**config.mk**
```make
export PLATFORM = sky130hd
export DESIGN_NAME = smx_front
export DESIGN_NICKNAME = d
export VERILOG_FILES = /design/src/smx_pkg.sv /design/src/smx_front.sv
export VERILOG_INCLUDE_DIRS = /design/src /design/src/src
export SDC_FILE = /design/constraint.sdc
export NUM_CORES = 1
export LEC_CHECK = 0
export BUFFER_PORTS_ARGS = -buffer_cell sky130_fd_sc_hd__buf_2
export CAP_MARGIN = 20
export CORE_ASPECT_RATIO = 1.75
export CORE_MARGIN = 4
export CORE_UTILIZATION = 51
export CTS_CLUSTER_DIAMETER = 200
export CTS_CLUSTER_SIZE = 16
export DETAILED_ROUTE_END_ITERATION = 7
export PLACE_DENSITY = 0.78
export SKIP_CTS_REPAIR_TIMING = 1
export SYNTH_ARGS = -nofsm -noshare
export SYNTH_HDL_FRONTEND = slang
export SYNTH_SLANG_ARGS = --single-unit
export TNS_END_PERCENT = 5
```
**constraint.sdc**
```tcl
create_clock -name clk -period 2.4 [get_ports clk]
set_input_delay 0.48 -clock clk [delete_from_list [all_inputs] [get_ports clk]]
set_output_delay 0.48 -clock clk [all_outputs]
set_load 0.01 [all_outputs]
```
**src/assert_macros.svh**
```systemverilog
// Assertion macros shared by the RTL files.
`ifndef ASSERT_MACROS_SVH
`define ASSERT_MACROS_SVH
// Implication checked at every rising clock edge outside reset.
`define ASSERT_IMPL(label, clk, rst, ante, cons, msg) \
  label: assert property (@(posedge clk) disable iff (rst) (ante) |-> (cons)) else $error(msg);
// Next-cycle implication checked outside reset.
`define ASSERT_NEXT(label, clk, rst, ante, cons, msg) \
  label: assert property (@(posedge clk) disable iff (rst) (ante) |=> (cons)) else $error(msg);
`endif

```
**src/smx_pkg.sv**
```systemverilog
// ----------------------------------------------------------------------------
// smx_pkg
// Types, constants and opcode names for the stack machine execute unit.
// ----------------------------------------------------------------------------
`timescale 1ns / 1ps
package smx_pkg;
  localparam int StackDepthDefault  = 64;
  localparam int GlobalCountDefault = 16;

  localparam logic [4:0] OP_ADD = 5'd0, OP_SUB = 5'd1, OP_MUL = 5'd2,
    OP_AND = 5'd3, OP_OR = 5'd4, OP_XOR = 5'd5, OP_NOT = 5'd6, OP_LT = 5'd7,
    OP_EQ = 5'd8, OP_PRINT = 5'd9, OP_OUTCHAR = 5'd10, OP_PUSH = 5'd11,
    OP_BR = 5'd12, OP_BRF = 5'd13, OP_DROP = 5'd14, OP_GLOAD = 5'd15,
    OP_GSTORE = 5'd16, OP_HALT = 5'd17;

  localparam logic [2:0] ST_RUN = 3'd0, ST_HALT = 3'd1, ST_END = 3'd2,
    ST_BADOP = 3'd3, ST_STACK = 3'd4, ST_GLOBAL = 3'd5;

  localparam logic CFG_START = 1'b0;
  localparam logic CFG_LENGTH = 1'b1;

  typedef struct packed {
    logic [4:0]         opcode;
    logic signed [31:0] operand;
  } smx_in_t;

  typedef struct packed {
    logic [15:0]        next_pc;
    logic               out_valid;
    logic signed [31:0] out_value;
    logic               out_is_char;
    logic [2:0]         status;
  } smx_out_t;
endpackage

```
**src/smx_front.sv**
```systemverilog
// ----------------------------------------------------------------------------
// smx_front
// Two-entry word queue between the input side and the execute engine.
// ----------------------------------------------------------------------------
`timescale 1ns / 1ps
`include "assert_macros.svh"
module smx_front import smx_pkg::*; (
  input  logic    clk,
  input  logic    rst,
  input  logic    push,
  output logic    full,
  input  smx_in_t in_word,
  output logic    avail,
  input  logic    take,
  output smx_in_t head
);
  smx_in_t    slot [2];
  logic       rd_ptr;
  logic       wr_ptr;
  logic [1:0] count;
  logic       do_push;
  logic       do_take;

  assign full    = (count == 2'd2);
  assign avail   = (count != 2'd0);
  assign head    = slot[rd_ptr];
  assign do_push = push && !full;
  assign do_take = take && avail;

  always_ff @(posedge clk) begin
    if (rst) begin
      rd_ptr <= 1'b0;
      wr_ptr <= 1'b0;
      count  <= 2'd0;
    end else begin
      if (do_push) begin
        wr_ptr <= ~wr_ptr;
      end
      if (do_take) begin
        rd_ptr <= ~rd_ptr;
      end
      count <= count + {1'b0, do_push} - {1'b0, do_take};
    end
  end

  always_ff @(posedge clk) begin
    if (do_push) begin
      slot[wr_ptr] <= in_word;
    end
  end

  `ASSERT_IMPL(a_q_bound, clk, rst, 1'b1, count <= 2'd2, "front queue count overflow")
endmodule

```
# Word level (Yosys, flattened, before mapping)
# Memory sizes are Yosys's and may differ from the RTL's. A register that Yosys moved wholly into a read port is not among the register bits.
# Index checks and enable logic that the tools add are counted.
totals:
  ramBits: 74
  memories: 1
  out_inout_bits: 39
  reg_bits: 4
  wordCells: 17
  in_bits: 41
memory_table:
  columns: ["name", "words", "width", "read_ports", "rd_ports_with_merged_regs", "wr", "line_no", "text"]
  rows:
  - ["slot", 2, 37, 1, 1, 1, "smx_front.sv:17", "smx_in_t slot [2];"]
op_classes:
  mux: 4
  bitwise_logic: 2
  addsub: 2
  n_reduce_logical: 4
  eq_ne: 1
ops:
  columns: ["cell", "n"]
  rows:
  - ["$mux 1", 4]
  - ["$add 2x1->2", 1]
  - ["$eq 2x2->1 const B", 1]
  - ["$logic_and 1x1->1", 2]
  - ["$not 1->1", 2]
  - ["$reduce_bool 2->1", 1]
  - ["$sub 2x1->2", 1]
  - ["$logic_not 1->1", 1]

# Logic depth before layout (Yosys ltp)
depth:
  word_depth: 5
  depth_mapped: 8

# Least setup slack after synthesis
# No wires, ideal clock.
synth_path:
  path_kind: "input to register"
  start: "input push"
  end: "memory slot[0][0] (netlist name), enable pin"
  arrival_time_ns: 1.606
  setup_slack_ns: 0.403
  t_required_ns: 2.008
  setup_time_ns: 0.392
  path_stages: 3
  path_cell_list: "inv_1 or3_1 inv_1"
synth_between:
  elab_chain_cells: 3
synth_rtl:
  columns: ["item", "line_no", "text"]
  rows:
  - ["start, declared", "smx_front.sv:10", "input logic push,"]
  - ["$logic_and 1x1->1", "smx_front.sv:27", "assign do_push = push && !full;"]
  - ["$mux 1", "smx_front.sv:47", "if (do_push) begin"]
  - ["$mux 1 (not written as such)", "smx_front.sv:48", "slot[wr_ptr] <= in_word;"]
  - ["end, declared", "smx_front.sv:17", null]
# No other way between the ends.

==> results.tsv <==
stage	metric	value	unit
sta	post-route setup TNS	0	ns
grt	global-route wire length before repair	7010	um
synthesis	commonest cells in the netlist	74 x edfxtp_1, 37 x mux2_2, 5 x dfxtp_1	
cells_and_area	fin nets	274	
clocking	Max Buffers Root-to-Sink	2	
clocking	H-tree levels	3	
worst_setup_path	arrival time at the worst endpoint	1.41	ns
outcome	status	completed	
synthesis	EDFF count, synth	74	
synthesis	count leader, synth	edfxtp_1	
clocking	clock root buffer	clkbuf_8	
floorplan	row cnt	36	
floorplan	Initial Util	52.3	%
sta	RSZ-0062 raised after global routing	false	
placement	Port Buffers	79	
route	met1 WL	1660	um
synthesis	top cell type's share of synthesized area	76.6	%
clocking	# clock sinks	79	
worst_setup_path	CP max FO	37	
placement	final HPWL from detailed placement	3230	um
clocking	Worst-path clk slew	0.07	ns
clocking	later-pin clock latency in the skew report	0.33	ns
synthesis	Synth area leaders	edfxtp_1 77%, mux2_2 14%, dfxtp_1 3.5%	
worst_setup_path	required time worst endpoint	1.92	ns
synthesis	post-synthesis sequential area ratio	80.1	%
floorplan	die span in y	108	um
floorplan	die width	65.0	um
placement	routability cong.	0.681	
route	drt first pass iters	2	
cells_and_area	antenna fix cells	0	
pwr	PnR Total Power	3.64	mW
synthesis	unique cell type count in the Yosys netlist	20	
worst_setup_path	max incr delay on CP	0.38	ns
route	# DRC	0	
worst_setup_path	Worst Setup End Kind	output pin	
worst_setup_path	type of origin of the critical path	register	
pwr	Peak VDD IR	0.000717	V
synthesis	ys async rst share	0	%
route	final wirelength	4650	um
synthesis	Seq cells post-synth	79	
grt	gr usage total	14.2	%
worst_setup_path	family with the most delay on the worst path	multiplexers	
route	WL met2	2600	um
floorplan	die area	7000	sq um
floorplan	Top Ports	80	
sta	Final Hold Vio Count	0	
pwr	Power per Cell Area	1010	nW/um^2
clocking	CTS tree	built	
synthesis	Yosys warnings	0	
sta	Least-Margin Pin Slew	0.443	ns
route	total number of vias	1499	
sta	final setup vio count	0	
sta	fin crit period	1.89	ns
route	DR WL/cell	14.9	um
clocking	total CTS buffers	9	
sta	Final Max Tran Viols	0	
grt	vias in the first global route	1491	
synthesis	cell type with the largest total area after synthesis	edfxtp_1	
synthesis	syn_area_per_cell	20.6	sq um
worst_setup_path	cells along the critical path	buf_12 > mux2_2 > buf_2	
route	Via-to-Cell Ratio	4.80	
synthesis	Main synth FF type	edfxtp_1	
sta	Achievable Freq	0.530	GHz
grt	pin count of the biggest net entering global routing	38	
floorplan	core area	5540	sq um
pwr	Pleak	1.39	nW
route	Starting DRT DRC Count	38	
synthesis	gate count of the mapped netlist	141	
grt	total gr overflow	0	
sta	Period Utilization, post-route	78.7	%
worst_setup_path	CP Buf/Inv Count	2	
worst_setup_path	CP max-delay cell	mux2_2	
route	Highest Signal Layer	met4	
sta	Clock Skews	0.00517	ns
synthesis	synthesized cell area	2900	sq um
route	met3 WL	330	um
cells_and_area	share of layout cells above drive strength 1	57.6	%
job	max cap viols	0	
worst_setup_path	CP Class	register to output pin	
route	DRT antenna net count	0	
hold_path	Tightest Hold Check Type	input pin to register	
sta	Slew HR	70.5	%
synthesis	Post-Syn Nets	184	
grt	initial antenna violation count	0	
cells_and_area	Syn-to-layout area delta	24.9	%
[power breakdown]
group / switching [mW] / internal [mW] / leakage, nW
registers: 0.0503 / 1.71 / 0.733
clock network: 0.410 / 0.572 / 0.100
logic: 0.452 / 0.445 / 0.558
[metal layers]
metal | GRT usage [%] | vias up
met5 | 0 | -
met4 | 7.26 | 0
met3 | 5.43 | 5
met2 | 24.1 | 46
met1 | 15.0 | 728
li1 | - | 720
[stage by stage]
| step | hold slack (ns) | setup slack (ns) | std cells | util (%) | cell area, sq um |
|---|---|---|---|---|---|
| after CTS | 0.310 | 0.467 | 312 | 65.4 | 3620 |
| after global routing | 0.306 | 0.448 | 312 | 65.4 | 3620 |
| after detailed placement | 0.491 | 0.722 | 296 | 61.7 | 3420 |
| after floorplan | 0.451 | 0.403 | 141 | - | 2900 |
| final | 0.332 | 0.512 | 312 | 65.4 | 3620 |
| after global placement | 0.493 | 0.757 | 296 | 61.7 | 3420 |
[worst register-to-register path, cell delays in order (launching register included)]
cell and delay (ns):
dfxtp_1 0.37, nand2b_2 0.16, and3_2 0.48, buf_4 0.29
[cell type report]
class / instances / area (sq um)
Fill cell: 410 / 1920
Tap cell: 76 / 95.1
Sequential cell: 79 / 2320
Clock inverter: 6 / 75.1
Inverter: 4 / 15.0
Clock buffer: 10 / 128
Timing Repair Buffer: 83 / 450
Multi-Input combinational cell: 54 / 536
[registers in the layout, indices dropped and copies added (netlist names), named ones only]
signal  cells
wr_ptr      1
rd_ptr      1
count       2
slot       74
[final timing paths]
kind,start,to,slack (ns),cells past startpoint
setup reg to reg,count[0],slot[1][10],0.81,3
setup / recovery,register,head[25],0.51,3
hold / removal,in_word[33],slot[1][33],0.33,1
hold reg to reg,wr_ptr,wr_ptr,0.50,2
[layout by cell type (no fill, tap or decap)]
cell type	synthesis	final
nor2_1	3	3
edfxtp_1	74	74
clkbuf_1	0	1
dfxtp_1	5	4
nand2_1	1	1
inv_2	1	1
o21ai_0	1	1
xnor2_1	2	2
or3_1	1	1
buf_4	3	2
o21a_1	1	1
buf_12	0	2
nor2b_1	1	1
mux2_2	37	37
and3_2	1	1
xor2_1	1	1
ha_1	2	2
clkinv_1	0	4
inv_1	3	3
dfxtp_2	0	1
clkbuf_8	0	9
nand2b_2	1	1
a21oi_1	1	1
or2_2	1	1
bufinv_16	0	2
buf_2	1	79
[kinds of logic after synthesis]
logic type | after synthesis | share of synthesized area, %
fa+ha+maj | 2 | 0.863
xor+xnor | 3 | 0.906
simple gates | 9 | 1.73
buf+inv | 8 | 1.47
mux | 37 | 14.4
compound gates | 3 | 0.604
flops | 79 | 80.1
Note: power is estimated with default switching activity, not from simulation.
